==> src/owrm_pkg.sv <==
package owrm_pkg;

    localparam int KEY_COUNT = 3;
    localparam logic [7:0] KEY_MASK = 8'((1 << KEY_COUNT) - 1);

    localparam logic [7:0] CRC_SEED = 8'hAC;
    localparam logic [7:0] CRC_POLY = 8'h07;

    localparam logic [7:0] REQ_KEY_CODE   = 8'h30;
    localparam logic [7:0] REQ_TOUCH_CODE = 8'h40;
    localparam logic [7:0] REQ_INFO_CODE  = 8'h60;

    localparam logic [5:0] SEND_BITS  = 6'd16;
    localparam logic [5:0] REPLY_BITS = 6'd32;
    localparam logic [5:0] WAIT_TICKS = 6'd2;
    localparam logic [5:0] STOP_TICKS = 6'd2;
    localparam logic [5:0] CRC_BYTES_END = 6'd8;

    typedef enum logic [2:0] {
        PH_IDLE  = 3'd0,
        PH_START = 3'd1,
        PH_SEND  = 3'd2,
        PH_WAIT  = 3'd3,
        PH_REPLY = 3'd4,
        PH_STOP  = 3'd5
    } phase_t;

    typedef enum logic [2:0] {
        KIND_NONE      = 3'd0,
        KIND_KEY       = 3'd1,
        KIND_TOUCH     = 3'd2,
        KIND_INFO      = 3'd3,
        KIND_BACKLIGHT = 3'd4
    } kind_t;

    typedef struct packed {
        logic       mode;
        logic [7:0] request_code;
        logic       line_in;
    } item_t;

    typedef struct packed {
        logic       line_out;
        logic       line_is_output;
        logic       busy_res;
        logic       response_done;
        logic       crc_ok;
        logic [2:0] response_kind;
        logic [7:0] reply_first;
        logic [7:0] reply_second;
        logic [7:0] reply_third;
        logic [2:0] key_changed;
        logic [2:0] key_pressed;
    } result_t;

    function automatic logic [7:0] crc_bit(input logic [7:0] crc, input logic din);
        logic fb;
        fb = crc[7] ^ din;
        return {crc[6:0], 1'b0} ^ (fb ? CRC_POLY : 8'h00);
    endfunction

    function automatic logic [7:0] crc_byte(input logic [7:0] crc, input logic [7:0] v);
        logic [7:0] c;
        c = crc;
        for (int i = 7; i >= 0; i--) begin
            c = crc_bit(c, v[i]);
        end
        return c;
    endfunction

endpackage

==> src/one_wire_request_response_master.sv <==
// Single-wire request/response master with CRC-8 (poly 0x07, seed 0xAC) on
// both the request and the reply. Each input item is either a start (tuser=1,
// taken only while idle, otherwise ignored) or one bit-time tick carrying the
// sampled wire level; every item yields exactly one result item with the
// wire drive, session status and, on the tick of the 32nd reply bit, the
// three reply bytes, CRC status, reply class and key change bits. An item
// enters an input register, is processed combinationally against the session
// state and lands in a result register: one item per clock sustained while the
// result is taken (m_tready). A stalled result register blocks at most one
// further item, held in the input register.
module one_wire_request_response_master (
    input  logic        aclk,
    input  logic        aresetn,
    input  logic        s_tvalid,
    output logic        s_tready,
    // [7:0] request_code, [8] line_in, [15:9] zero
    input  logic [15:0] s_tdata,
    // [0] mode
    input  logic        s_tuser,
    output logic        m_tvalid,
    input  logic        m_tready,
    // [0] line_out, [1] line_is_output, [2] busy_res, [3] response_done,
    // [4] crc_ok, [7:5] response_kind, [15:8] reply_first,
    // [23:16] reply_second, [31:24] reply_third, [34:32] key_changed,
    // [37:35] key_pressed, [39:38] zero
    output logic [39:0] m_tdata
);

    logic               in_valid_reg;
    owrm_pkg::item_t    in_item_reg;
    logic               out_valid_reg;
    owrm_pkg::result_t  out_res_reg;
    owrm_pkg::result_t  step_res;
    logic               advance;

    assign advance  = in_valid_reg && (!out_valid_reg || m_tready);
    assign s_tready = !in_valid_reg || advance;

    always_ff @(posedge aclk) begin
        if (!aresetn) begin
            in_valid_reg  <= 1'b0;
            out_valid_reg <= 1'b0;
        end else begin
            if (s_tready) begin
                in_valid_reg <= s_tvalid;
            end
            if (advance) begin
                out_valid_reg <= 1'b1;
            end else if (m_tready) begin
                out_valid_reg <= 1'b0;
            end
        end
    end

    always_ff @(posedge aclk) begin
        if (s_tready && s_tvalid) begin
            in_item_reg.mode         <= s_tuser;
            in_item_reg.request_code <= s_tdata[7:0];
            in_item_reg.line_in      <= s_tdata[8];
        end
        if (advance) begin
            out_res_reg <= step_res;
        end
    end

    owrm_core u_core (
        .aclk    (aclk),
        .aresetn (aresetn),
        .step_en (advance),
        .item    (in_item_reg),
        .result  (step_res)
    );

    assign m_tvalid = out_valid_reg;
    assign m_tdata  = {2'b00,
                       out_res_reg.key_pressed,
                       out_res_reg.key_changed,
                       out_res_reg.reply_third,
                       out_res_reg.reply_second,
                       out_res_reg.reply_first,
                       out_res_reg.response_kind,
                       out_res_reg.crc_ok,
                       out_res_reg.response_done,
                       out_res_reg.busy_res,
                       out_res_reg.line_is_output,
                       out_res_reg.line_out};

endmodule

==> src/owrm_core.sv <==
module owrm_core (
    input  logic              aclk,
    input  logic              aresetn,
    input  logic              step_en,
    input  owrm_pkg::item_t   item,
    output owrm_pkg::result_t result
);

    owrm_pkg::phase_t phase_reg, phase_next;
    logic [5:0]  cnt_reg, cnt_next;
    logic [31:0] shift_reg, shift_next;
    logic [7:0]  pending_reg, pending_next;
    logic [2:0]  keys_reg, keys_next;
    logic        level_reg, level_next;
    logic        enable_reg, enable_next;
    logic [7:0]  crc_reg, crc_next;

    logic [5:0]  cnt_dec;
    logic [31:0] shift_in;
    logic [2:0]  key_now;

    always_ff @(posedge aclk) begin
        if (!aresetn) begin
            phase_reg   <= owrm_pkg::PH_IDLE;
            cnt_reg     <= '0;
            shift_reg   <= '0;
            pending_reg <= '0;
            keys_reg    <= '0;
            level_reg   <= 1'b1;
            enable_reg  <= 1'b1;
            crc_reg     <= '0;
        end else if (step_en) begin
            phase_reg   <= phase_next;
            cnt_reg     <= cnt_next;
            shift_reg   <= shift_next;
            pending_reg <= pending_next;
            keys_reg    <= keys_next;
            level_reg   <= level_next;
            enable_reg  <= enable_next;
            crc_reg     <= crc_next;
        end
    end

    always_comb begin
        phase_next   = phase_reg;
        cnt_next     = cnt_reg;
        shift_next   = shift_reg;
        pending_next = pending_reg;
        keys_next    = keys_reg;
        level_next   = level_reg;
        enable_next  = enable_reg;
        crc_next     = crc_reg;
        cnt_dec      = cnt_reg - 6'd1;
        shift_in     = {shift_reg[30:0], item.line_in};
        key_now      = 3'(shift_in[15:8] & owrm_pkg::KEY_MASK);

        result = '0;

        if (item.mode) begin
            if (phase_reg == owrm_pkg::PH_IDLE) begin
                pending_next = item.request_code;
                shift_next   = {item.request_code,
                                owrm_pkg::crc_byte(owrm_pkg::CRC_SEED, item.request_code),
                                16'h0000};
                cnt_next     = 6'd1;
                phase_next   = owrm_pkg::PH_START;
                enable_next  = 1'b1;
                level_next   = 1'b0;
            end
        end else if (phase_reg != owrm_pkg::PH_IDLE) begin
            cnt_next = cnt_dec;
            unique case (phase_reg)
                owrm_pkg::PH_START: begin
                    if (cnt_dec == '0) begin
                        cnt_next   = owrm_pkg::SEND_BITS;
                        phase_next = owrm_pkg::PH_SEND;
                    end
                end
                owrm_pkg::PH_SEND: begin
                    level_next = shift_reg[31];
                    shift_next = {shift_reg[30:0], 1'b0};
                    if (cnt_dec == '0) begin
                        cnt_next   = owrm_pkg::WAIT_TICKS;
                        phase_next = owrm_pkg::PH_WAIT;
                    end
                end
                owrm_pkg::PH_WAIT: begin
                    if (cnt_dec == '0) begin
                        cnt_next   = owrm_pkg::REPLY_BITS;
                        shift_next = '0;
                        crc_next   = owrm_pkg::CRC_SEED;
                        phase_next = owrm_pkg::PH_REPLY;
                    end else if (cnt_dec == 6'd1) begin
                        enable_next = 1'b0;
                        level_next  = 1'b1;
                    end
                end
                owrm_pkg::PH_REPLY: begin
                    shift_next = shift_in;
                    if (cnt_dec >= owrm_pkg::CRC_BYTES_END) begin
                        crc_next = owrm_pkg::crc_bit(crc_reg, item.line_in);
                    end
                    if (cnt_dec == '0) begin
                        cnt_next     = owrm_pkg::STOP_TICKS;
                        phase_next   = owrm_pkg::PH_STOP;
                        level_next   = 1'b1;
                        enable_next  = 1'b1;
                        result.response_done = 1'b1;
                        result.reply_first   = shift_in[31:24];
                        result.reply_second  = shift_in[23:16];
                        result.reply_third   = shift_in[15:8];
                        if (crc_reg == shift_in[7:0]) begin
                            result.crc_ok = 1'b1;
                            unique case (pending_reg)
                                owrm_pkg::REQ_KEY_CODE: begin
                                    result.response_kind = owrm_pkg::KIND_KEY;
                                    result.key_changed   = keys_reg ^ key_now;
                                    keys_next            = key_now;
                                end
                                owrm_pkg::REQ_TOUCH_CODE: begin
                                    result.response_kind = owrm_pkg::KIND_TOUCH;
                                end
                                owrm_pkg::REQ_INFO_CODE: begin
                                    result.response_kind = owrm_pkg::KIND_INFO;
                                end
                                default: begin
                                    result.response_kind = owrm_pkg::KIND_BACKLIGHT;
                                end
                            endcase
                        end
                    end
                end
                owrm_pkg::PH_STOP: begin
                    if (cnt_dec == '0) begin
                        phase_next = owrm_pkg::PH_IDLE;
                    end
                end
                default: begin
                    phase_next = owrm_pkg::PH_IDLE;
                end
            endcase
        end

        result.line_out       = level_next;
        result.line_is_output = enable_next;
        result.busy_res       = (phase_next != owrm_pkg::PH_IDLE);
        result.key_pressed    = keys_next;
    end

endmodule

==> config.mk <==
export PLATFORM = sky130hd
export DESIGN_NAME = one_wire_request_response_master
export DESIGN_NICKNAME = d
export VERILOG_FILES = /design/src/owrm_pkg.sv /design/src/one_wire_request_response_master.sv /design/src/owrm_core.sv
export SDC_FILE = /design/constraint.sdc
export NUM_CORES = 1
export LEC_CHECK = 0
export BUFFER_PORTS_ARGS = -buffer_cell sky130_fd_sc_hd__buf_2
export CAP_MARGIN = 10
export CORE_MARGIN = 4
export CORE_UTILIZATION = 45
export CTS_CLUSTER_DIAMETER = 50
export DETAILED_ROUTE_END_ITERATION = 10
export PLACE_DENSITY = 0.62
export SYNTH_ARGS = -nofsm -noshare
export SYNTH_HDL_FRONTEND = slang
export SYNTH_HIERARCHICAL = 1
export SYNTH_SLANG_ARGS = --single-unit
==> constraint.sdc <==
create_clock -name aclk -period 9.68 [get_ports aclk]
set_input_delay 1.452 -clock aclk [delete_from_list [all_inputs] [get_ports aclk]]
set_output_delay 1.452 -clock aclk [all_outputs]
set_load 0.05 [all_outputs]
; ---- After elaboration in Yosys (flattened, before gate mapping)
; Index checks and enable logic that the tools add are counted.
[word_totals]
regBits = 112
out_inout_bits = 42
word_cells = 147
[classes]
n_addsub = 1
magnitude_cmp = 1
n_eq_ne = 14
mux = 60
n_bitwise = 24
reduce_logical = 23
[ops]
columns = operator, n
row1 = two-way mux 32 bit, 5
row2 = one-hot mux 32 bit (3 select lines), 1
row3 = two-way mux 3 bit, 25
row4 = XOR 8 bit, 8
row5 = two-way mux 6 bit, 6
row6 = one-hot mux 6 bit (3 select lines), 1
row7 = "equality test 8 x 7 -> 1 bit, second input constant", 2
row8 = two-way mux 8 bit, 2
row9 = one-hot mux 8 bit (2 select lines), 1
row10 = one-hot mux 3 bit (5 select lines), 1
row11 = two-way mux 1 bit, 14
row12 = one-hot mux 3 bit (3 select lines), 1
row13 = "equality test 8 x 6 -> 1 bit, second input constant", 1
row14 = equality test 8 bit, 1
row15 = XOR 1 bit, 7
row16 = "equality test 3 x 2 -> 1 bit, second input constant", 2
row17 = "equality test 3 bit, second input constant", 2
row18 = "equality test 6 x 1 -> 1 bit, second input constant", 1
row19 = ">= comparator 6 x 4 -> 1 bit, second input constant", 1
row20 = zero test 6 bit, 1
row21 = "!= test 2 x 1 -> 1 bit, second input constant", 3
row22 = NOT 1 bit, 6
row23 = AND reduction 3 bit, 2
row24 = AND reduction 6 bit, 1
row25 = other kinds (22), 28

; ---- Longest topological paths before layout
; Gate-level depths: netlist (run 1).
[depth]
depth_word = 23
depth_mapped = 9
depth_no_buf = 7

; ---- Modules after synthesis
; Netlist (run 1), hierarchy kept.
[by_module_without_submodules]
columns = mod, n_inst, cells_per_inst, area_each_um2, seq_area_each_um2
row1 = owrm_core, 1, 451, 3707.3, 1241.2
row2 = one_wire_request_response_master, 1, 60, 1564.0, 1481.4

; ---- Least setup slack after synthesis (run 1)
; Ideal clock, no wire load.
[synth_path]
path_kind = in2reg
from = in m_tready
to = reg u_core.cnt_reg[1]
setup_ns = 0.070
arrival_ns = 4.933
required_time_ns = 9.610
path_slack_ns = 4.677
path_stages = 9
path_buffers = 2
path_cell_list = nor2b_4 -> nor2b_1 -> clkbuf_1 -> nor2b_1 -> clkbuf_1 -> nand2_1 -> nor3_1 -> a22oi_1 -> a21oi_1
[synth_via]
elab_chain_cells = 3
[synth_lines]
columns = item, line_no
row1 = start: declaration, one_wire_request_response_master.sv:21  ; input logic m_tready,
row2 = logical OR 1 bit, one_wire_request_response_master.sv:36  ; assign advance = in_valid_reg && (!out_valid_reg || m_tready);
row3 = logical AND 1 bit, one_wire_request_response_master.sv:36
row4 = net advance, one_wire_request_response_master.sv:34  ; logic advance;
row5 = AND reduction 3 bit (no line), n/a
row6 = end signal: assignment, owrm_core.sv:34  ; cnt_reg <= cnt_next;
row7 = end: declaration, owrm_core.sv:10  ; logic [5:0] cnt_reg, cnt_next;
; The timed path passes the listed nets, and every way through them passes these cells.
; A chain may end at the register's enable or synchronous reset.

; ---- Final worst setup path (run 1)
[layout_path]
from = in m_tready
to = reg u_core.shift_reg[10]
[layout_via]
elab_chain_cells = 3
[layout_lines]
columns = item, line_no
row1 = logical OR 1 bit, one_wire_request_response_master.sv:36
row2 = logical AND 1 bit, one_wire_request_response_master.sv:36
row3 = net advance, one_wire_request_response_master.sv:34
row4 = AND reduction 5 bit (no line), n/a
row5 = end signal: assignment, owrm_core.sv:35  ; shift_reg <= shift_next;
row6 = end: declaration, owrm_core.sv:11  ; logic [31:0] shift_reg, shift_next;
; The timed path passes the listed nets, and every way through them passes these cells.

==> impl_metrics.json, run 1 <==
{
  "yosys_most_used_dff": "dfxtp_1",
  "cts.clk_slew.worst_paths_ns": 0.07,
  "hold_end": "u_core/shift_reg[12]",
  "timing_worst_setup_path_type": "input port to flip-flop",
  "ys_ff_latch": 112,
  "fin_crit_sh_pct": 42.67,
  "total_power_mw": 0.9768,
  "min_path_cells": 2,
  "cp_slowest_cell": "a2111oi_4",
  "place_area_sq_um": 5639,
  "gr-usage-all-layers_pct": 17.80,
  "placementRows": 39,
  "r2r_start": "u_core/cnt_reg[0]",
  "timing.rr.end": "u_core/shift_reg[10]",
  "fp.dieH_microns": 116.2,
  "via_per_inst": 5.684,
  "synth_fa_ha_area_share_pct": 0.7121,
  "fill_cells": 1090,
  "crit_fanout": 48,
  "clockBufferDepth": 2,
  "grt_pass1_vias": 3894,
  "routed_wl_microns": 11390,
  "clock-sinks": 112,
  "mostFrequentLayoutCells": "dfxtp_1, nand2_1, buf_2, edfxtp_1",
  "syn2layout_area_growth_pct": 12.06,
  "yosys_warnings": 6,
  "io_pins": 63,
  "peakVddDrop_uv": 85.31,
  "wl_per_cell_microns": 16.40,
  "die_area_sq_um": 13510,
  "vias": 3945,
  "final_common_cell": "dfxtp_1",
  "clk_latency_ns": 0.34,
  "cts_tree": "yes",
  "antenna_found_initial": 0,
  "drv_cap": 0,
  "dpl_worst_slack_ns": 5.182,
  "synth-simple-area-share_pct": 17.02,
  "layout_setup_ws_ns": 5.549,
  "status": "complete, no violations",
  "cts-root-buf": "clkbuf_16",
  "rsz0062_at_grt": "false",
  "drc": 0,
  "slowest_delay_ns": 1.04,
  "postLayoutCoreUtil_pct": 51.73,
  "crit_chain": "buf_2 -> nor2b_4 -> nor2b_4 -> buf_4 -> nand2b_1 -> a2111oi_4 -> nor2_2 -> buf_4 -> mux2i_1",
  "yosysSeqAreaShare_pct": 51.65,
  "setup_viol": 0,
  "worst_slew_pin_slew_ns": 1.241,
  "port_buffers": 53,
  "final_area_sq_um": 5907,
  "cts_hold_buf": 0,
  "place_hpwl_microns": 7735,
  "coreArea_sq_um": 11420,
  "min-delay-start": "u_core/shift_reg[12]",
  "relSlewSlack_pct": 17.26,
  "final_nets": 570,
  "initial_utilization_pct": 46.16,
  "async_flop_share_pct": 0,
  "finalHoldViolations": 0,
  "synth_top_cell_by_area": "edfxtp_1",
  "insertedDiodeCount": 0,
  "power_density_nw_per_um2": 165.4,
  "synth_edf_count": 48,
  "yosys.area_share.xor_xnor_pct": 5.412,
  "critPathArrivalTime_ns": 4.35,
  "worstSetupEndpointType": "flip-flop",
  "grt_max_degree": 59,
  "layout-drive-gt1-share_pct": 16.33,
  "syn_avg_cell_area_sq_um": 10.32,
  "synth_cells": 511,
  "rr_worst_depth": 8,
  "fmax_mhz": 242.1,
  "largest_reg_flops": 38,
  "synth-compound-area-share_pct": 17.80,
  "synthesis.area_sq_um": 5271,
  "min_path_type": "flip-flop to flip-flop",
  "post_cts_buffers": 0,
  "ant_nets": 0,
  "drtPass1Iterations": 4,
  "post-route-min-period_ns": 4.131,
  "grt_overflow_total": 0,
  "fp.dieW_microns": 116.2,
  "synthTopCellsByArea": "edfxtp_1, dfxtp_1, nand2_1",
  "numCtsBuffers": 9,
  "grt_pass1_wl_microns": 19010,
  "rrSetupSlack_ns": 5.93,
  "maxSlewViolCount": 0,
  "leakage_nw": 2.206,
  "synth_top_family_by_area": "compound AO/OA/AOI/OAI gates",
  "skew_ns": 0.004824,
  "synth_mux_area_share_pct": 3.513,
  "tns_ns": 0,
  "required_ns": 9.90,
  "cp-start-kind": "input port",
  "synth_top_area_share_pct": 27.34,
  "gp_congestion": 0.8816,
  "htree_num_levels": 3,
  "drt_iter0_drc": 268,
  "yosysUniqueCellTypes": 62,
  "cts_resized": 0
}
-- logic make-up (layout without fill, tap and decap cells) --
kind of cell	count (synthesis)	after routing
adders and majority gates	3	3
muxes	17	17
AOI/OAI and AO/OA	125	125
buffers and inverters	47	86
and+or+nand+nor	175	175
DFF	112	112
other	1	2
xor gates and xnor gates	31	31
-- per-stage QoR --
step                      hold WS, ns  instances
after floorplan                0.4467        512
after global placement         0.4572        678
after detailed placement       0.4701        678
after CTS                      0.4796        694
after global routing           0.5101        694
final                          0.4755        694
-- worst max path at each step --
stage	from	endpoint	slack, ns	cells past startpoint
3_5_place_dp	m_tready	u_core/shift_reg[10]	5.18	9
4_1_cts	m_tready	u_core/shift_reg[8]	5.54	9
3_3_place_gp	m_tready	u_core/shift_reg[22]	5.26	9
5_1_grt	m_tready	u_core/shift_reg[10]	5.30	9
6_report	m_tready	u_core/shift_reg[10]	5.55	9
2_1_floorplan	m_tready	u_core/cnt_reg[1]	4.68	9
-- area by class of cell --
| cell class | instances | area [sq um] | area share [%] |
|---|---|---|---|
| Clock buffer | 13 | 250.2 | 4.236 |
| Timing Repair Buffer | 61 | 325.3 | 5.507 |
| Tap cell | 143 | 178.9 | 3.029 |
| Inverter | 9 | 33.78 | 0.5719 |
| Sequential cell | 112 | 2723 | 46.09 |
| Multi-Input combinational cell | 353 | 2379 | 40.27 |
| Clock inverter | 3 | 17.52 | 0.2965 |
-- layer usage --
layer | routed length (microns) | GRT usage [%] | vias to the layer above | part of all wire (%)
li1 | - | - | 1939 | -
met1 | 5048 | 22.43 | 1890 | 44
met2 | 5589 | 30.93 | 101 | 49
met3 | 574 | 3.420 | 15 | 5.0
met4 | 172 | 5.491 | 0 | 1.5
met5 | 0 | 0 | - | 0
-- synth_stat cells (6+ instances only) --
master and instances:
dfxtp_1 64, nand2_1 59, edfxtp_1 48, clkbuf_1 31
a21oi_1 27, and2_1 27, nor2_1 26, o21ai_0 25
xnor2_1 25, mux2i_1 14, nand3_1 14, nor3_1 14
o311a_1 11, o221ai_1 10, inv_1 9, a22o_1 7
a32o_1 7, nand3b_1 6
-- where the power goes --
| part | total, mW | internal, mW | switching [mW] |
|---|---|---|---|
| logic | 0.116 | 0.0369 | 0.0789 |
| registers | 0.524 | 0.509 | 0.0147 |
| clock network | 0.337 | 0.181 | 0.156 |
-- worst max-delay path: cells and delay by family --
| family | cells | cell delay (ns) |
|---|---|---|
| compound gates | 1 | 1.04 |
| mux | 1 | 0.14 |
| simple gates | 4 | 0.78 |
| buf+inv | 3 | 0.93 |
(Power assumes the default switching activity.)
==> run 2, diff against run 1 <==
ABC_AREA = 1   (was unset)
PLACE_DENSITY = 0.65   (was 0.62)
clock period = 3.8 ns   (was 9.68 ns; I/O delays follow)
==> run 2 against run 1 <==
Net effect:
- design area hardly changed
- clock power grew to 2.8 times the previous value
- area after synthesis grew 0.21%
- combinational power grew to 2.9 times the previous value
- worst setup slack worse by 4.1 ns
- clock-buffer cell count is 2 lower
- die area is 0.20% higher
- largest cell class unchanged
==> impl_metrics.json, run 2 <==
{
  "gp_congestion": 0.9429,
  "place_hpwl_microns": 8027,
  "fill_cells": 1078,
  "grt_overflow_total": 0,
  "clk_latency_ns": 0.34,
  "multi_input_area_sq_um": 2117,
  "rsz0062_at_grt": "false",
  "mostFrequentLayoutCells": "nand2_1, inv_1, a21oi_1, dfxtp_1, nor2_1",
  "synth_cells": 632,
  "final_cells": 821,
  "synthesis.area_sq_um": 5283,
  "hold_ws_ns": 0.4040,
  "die_area_sq_um": 13540,
  "power_density_nw_per_um2": 442.5,
  "cp-start-kind": "flip-flop",
  "yosysSeqAreaShare_pct": 51.54,
  "layout_setup_ws_ns": 1.400,
  "place_inst": 805,
  "yosys.cell_count.top_type": "nand2_1",
  "initial_utilization_pct": 46.07,
  "min_path_type": "input port to flip-flop",
  "final_nets": 697,
  "grt_pass1_wl_microns": 18770,
  "port_buffers": 53,
  "post_cts_buffers": 0,
  "grt_pass1_vias": 3994,
  "finalHoldViolations": 0,
  "maxSlewViolCount": 0,
  "grt_max_degree": 44,
  "yosys_warnings": 6,
  "cpLargestDelayFamily": "simple AND/OR/NAND/NOR gates",
  "yosysUniqueCellTypes": 39,
  "fmax_mhz": 416.6,
  "worstSetupEndpointType": "flip-flop",
  "path_buf_inv": 1,
  "timing_worst_setup_path_type": "flip-flop to flip-flop",
  "final_common_cell": "nand2_1",
  "critPathLaunch": "u_core/cnt_reg[0]",
  "leakage_nw": 2.370,
  "dpl_worst_slack_ns": 1.219,
  "async_flop_share_pct": 0,
  "skew_ns": 0.009082,
  "min-delay-start": "s_tdata[7]",
  "clock_power_share_pct": 36.1,
  "insertedDiodeCount": 0,
  "synth_commonest_cells": "nand2_1, inv_1, a21oi_1, dfxtp_1, nor2_1",
  "combPwrFrac_pct": 12.8,
  "largest_reg_flops": 38,
  "p_int_mw": 1.911,
  "gr-usage-all-layers_pct": 17.34,
  "via_per_inst": 5.225,
  "regArea_sq_um": 2723,
  "drv_cap": 0,
  "clockBufferDepth": 2,
  "htree_num_levels": 3,
  "cts_hold_buf": 0,
  "syn2layout_area_growth_pct": 11.80,
  "ant_nets": 0,
  "relSlewSlack_pct": 46.84,
  "crit_chain": "inv_1 -> ha_1 -> xnor2_1 -> nand3_2 -> nor2_4 -> nand2_4 -> nand3_2 -> nand3_4 -> a21oi_1 -> nor2_1",
  "setup_viol": 0,
  "seqPwrFrac_pct": 51.1,
  "switching_power_mw": 0.7018,
  "numCtsBuffers": 9,
  "placementRows": 39,
  "io_pins": 63,
  "synth_top_cell_by_area": "edfxtp_1",
  "synthTopCellsByArea": "edfxtp_1, dfxtp_1, nand2_1",
  "vias": 4290,
  "ys_ff_latch": 112,
  "wl_per_cell_microns": 13.97,
  "drt_iter0_drc": 251,
  "fin_crit_sh_pct": 63.17,
  "status": "complete, no violations",
  "r2r_start": "u_core/cnt_reg[0]",
  "drc": 0,
  "cts_tree": "yes",
  "coreArea_sq_um": 11470,
  "worst_slew_pin_slew_ns": 0.7975,
  "cts-root-buf": "clkbuf_16",
  "post-route-min-period_ns": 2.400,
  "cts.clk_slew.worst_paths_ns": 0.07,
  "routed_wl_microns": 11470,
  "cpMostUsedCell": "nand3_2",
  "syn_avg_cell_area_sq_um": 8.358,
  "fp.dieH_microns": 116.3,
  "cts_resized": 0,
  "fp.dieW_microns": 116.3,
  "required_ns": 4.03,
  "synth_top_area_share_pct": 27.29,
  "synth_edf_count": 48,
  "layout-drive-gt1-share_pct": 15.78,
  "peakVddDrop_uv": 257.6,
  "clock-sinks": 112,
  "drtPass1Iterations": 5,
  "crit_fanout": 43,
  "cp_slowest_cell": "nand3_4",
  "yosys_most_used_dff": "dfxtp_1",
  "sw_frac_of_total_pct": 26.86,
  "tns_ns": 0,
  "slowest_delay_ns": 0.39,
  "critPathArrivalTime_ns": 2.63,
  "antenna_found_initial": 0
}
==> run 2: routing by layer <==
metal	share of wire [%]	GRT usage, %	wire (microns)
met2	47	28.03	5337
met4	1.5	5.568	170
met1	47	23.69	5445
met5	0	0	0
met3	4.5	3.109	519
==> run 2: cell type report <==
type	count	share of cell area, %
repair buffers	57	5.000
inverters	77	4.936
clock inverters	5	1.144
multi-input cells	416	35.85
well taps	143	3.030
clock buffers	11	3.941
flip-flops and latches	112	46.10
==> run 2: metrics by stage <==
stage | util, % | area [sq um] | total power, mW
2_1_floorplan | - | 5290 | 1.628
3_3_place_gp | 48.88 | 5605 | 1.688
3_5_place_dp | 48.88 | 5605 | 1.696
4_1_cts | 51.50 | 5906 | 2.641
5_1_grt | 51.50 | 5906 | 2.723
6_report | 51.50 | 5906 | 2.613
==> run 2: cell families after synthesis <==
kind of cell	Yosys count	share of synthesized area, %
flops	112	51.54
buf+inv	105	8.669
compound gates	114	11.87
other cells	1	0.07099
simple gates	282	24.66
xor+xnor	15	2.487
fa+ha+maj	3	0.7106
==> run 2: power groups by stage <==
stage | Combinational (mW) | Sequential (mW) | Clock [mW]
2_1_floorplan | 0.223 | 1.41 | 0
3_3_place_gp | 0.327 | 1.36 | 0
3_5_place_dp | 0.332 | 1.36 | 0
4_1_cts | 0.334 | 1.34 | 0.971
5_1_grt | 0.370 | 1.34 | 1.01
6_report | 0.334 | 1.34 | 0.942
==> run 2: path summary, 6_finish.rpt <==
check                               to  slack [ns]  cells after the start
setup / recovery  u_core/shift_reg[15]        1.40                     10
hold / removal          in_item_reg[8]        0.40                      1
setup reg to reg  u_core/shift_reg[15]        1.40                     10
hold reg to reg   u_core/shift_reg[16]        0.47                      2
==> run 3, diff against run 2 <==
PLACE_DENSITY = 0.62   (was 0.65)
clock period = 2.3 ns   (was 3.8 ns; I/O delays follow)
==> run 3 against run 2 <==
Net effect:
- clock-buffer cell count rose by 1
- wire length up 1.9%
- clock power increased by 71%
- power increased by 68%
- design area grew 1.5%
- clock skew is 0.0054 ns lower
- sequential power is 64% higher
- via count is 0.37% higher
- non-clock buffer count increased by 5
- die area unchanged
- global-route usage rose by 0.86 points
- critical path type unchanged
- highest routed layer unchanged
==> impl_metrics.json, run 3 (synthesis gave the netlist of run 2 again) <==
{
  "crit_chain": "inv_1 -> ha_1 -> nand2_1 -> inv_2 -> nand2_1 -> nand2_2 -> nor2_8 -> nand3_4 -> nor2_4 -> nand4_1 -> a21oi_1",
  "vias": 4306,
  "wl_per_cell_microns": 14.15,
  "place_hpwl_microns": 8248,
  "io_pins": 63,
  "place_inst": 809,
  "skew_ns": 0.003727,
  "fin_crit_sh_pct": 89.86,
  "required_ns": 2.49,
  "path_buf_inv": 2,
  "slowest_delay_ns": 0.35,
  "clk_latency_ns": 0.35,
  "coreArea_sq_um": 11470,
  "cts.clk_slew.worst_paths_ns": 0.07,
  "antenna_found_initial": 0,
  "cp-start-kind": "flip-flop",
  "leakage_nw": 2.416,
  "post-route-min-period_ns": 2.067,
  "place_area_sq_um": 5664,
  "initial_utilization_pct": 46.07,
  "final_common_cell": "nand2_1",
  "grt_overflow_total": 0,
  "insertedDiodeCount": 0,
  "power_density_nw_per_um2": 731.3,
  "peakVddDrop_uv": 490.7,
  "cpLargestDelayFamily": "simple AND/OR/NAND/NOR gates",
  "final_area_sq_um": 5996,
  "drt_iter0_drc": 298,
  "clockBufferDepth": 2,
  "gr-usage-all-layers_pct": 18.20,
  "port_buffers": 53,
  "min_path_type": "input port to flip-flop",
  "final_cells": 826,
  "fp.dieH_microns": 116.3,
  "clock-sinks": 112,
  "fp.dieW_microns": 116.3,
  "final_nets": 702,
  "drc": 0,
  "syn2layout_area_growth_pct": 13.50,
  "numCtsBuffers": 9,
  "cts_tree": "yes",
  "drtPass1Iterations": 5,
  "crit_fanout": 7,
  "tns_ns": 0,
  "gp_congestion": 0.8698,
  "drv_cap": 0,
  "cpMostUsedCell": "nand2_1",
  "setup_viol": 0,
  "ant_nets": 0,
  "grt_max_degree": 44,
  "fmax_mhz": 483.8,
  "critPathArrivalTime_ns": 2.26,
  "finalHoldViolations": 0,
  "die_area_sq_um": 13540,
  "rsz0062_at_grt": "false",
  "grt_pass1_wl_microns": 19410,
  "worstSetupEndpointType": "flip-flop",
  "placementRows": 39,
  "regArea_sq_um": 2726,
  "largest_reg_flops": 38,
  "maxSlewViolCount": 0,
  "grt_pass1_vias": 4068,
  "multi_input_area_sq_um": 2132,
  "mostFrequentLayoutCells": "nand2_1, inv_1, a21oi_1, dfxtp_1, nor2_1",
  "cts-root-buf": "clkbuf_16",
  "cp_slowest_cell": "dfxtp_1",
  "layout-drive-gt1-share_pct": 16.98,
  "timing_worst_setup_path_type": "flip-flop to flip-flop",
  "routed_wl_microns": 11690,
  "status": "complete, no violations",
  "htree_num_levels": 3,
  "fill_cells": 1090,
  "via_per_inst": 5.213
}
-- run 3: what timing repair did --
item / in CTS / in global routing
hold buffers: 0 / 0
buffers inserted: 0 / 1
setup endpoints to repair: 0 / 19
gates resized for setup: 0 / 3
-- run 3: layer usage --
metal	vias to the layer above	routed length, microns	global-route usage, %
met5	-	0	0
met4	0	257	7.657
met2	109	5357	29.06
li1	2170	-	-
met3	21	607	3.679
met1	2006	5469	24.14
-- run 3: worst register-to-register path: stages (launching register included) --
cell and delay [ns]:
dfxtp_1 0.35, inv_1 0.13, ha_1 0.26, nand2_1 0.14
inv_2 0.05, nand2_1 0.06, nand2_2 0.08, nor2_8 0.17
nand3_4 0.13, nor2_4 0.14, nand4_1 0.20, a21oi_1 0.20
-- run 3: path summary, 6_finish.rpt --
check                                          start              endpoint  cells past startpoint  slack (ns)
worst max-delay path               u_core/cnt_reg[0]           m_tdata[33]                     11        0.23
worst min-delay path                      s_tdata[3]        in_item_reg[4]                      1        0.17
worst max register to register     u_core/cnt_reg[0]           m_tdata[33]                     11        0.23
worst min register to register  u_core/shift_reg[16]  u_core/shift_reg[16]                      2        0.47
-- run 3: report_power, final --
group	total, mW	internal (mW)	switching [mW]
clock	1.61	0.912	0.697
sequential	2.20	2.15	0.0515
combinational	0.573	0.158	0.415
total	4.38	3.22	1.16
-- run 3: final cells by class --
type | instances | share of cell area (%)
Clock buffer | 12 | 4.299
Clock inverter | 4 | 0.8556
Inverter | 77 | 4.862
Multi-Input combinational cell | 416 | 35.56
Sequential cell | 112 | 45.47
Tap cell | 143 | 2.984
Timing Repair Buffer | 62 | 5.968
-- run 3: per-stage QoR --
| stage | util [%] | setup slack (ns) | hold WS [ns] | power, mW |
|---|---|---|---|---|
| 6_report | 52.29 | 0.2331 | 0.1668 | 4.385 |
| 5_1_grt | 52.29 | 0.05049 | 0.1542 | 4.577 |
| 4_1_cts | 52.09 | 0.1223 | 0.1527 | 4.425 |
| 3_5_place_dp | 49.39 | 0.1350 | 0.4555 | 2.815 |
| 3_3_place_gp | 49.39 | 0.1880 | 0.4493 | 2.803 |
| 2_1_floorplan | - | 0.01071 | 0.4399 | 2.693 |
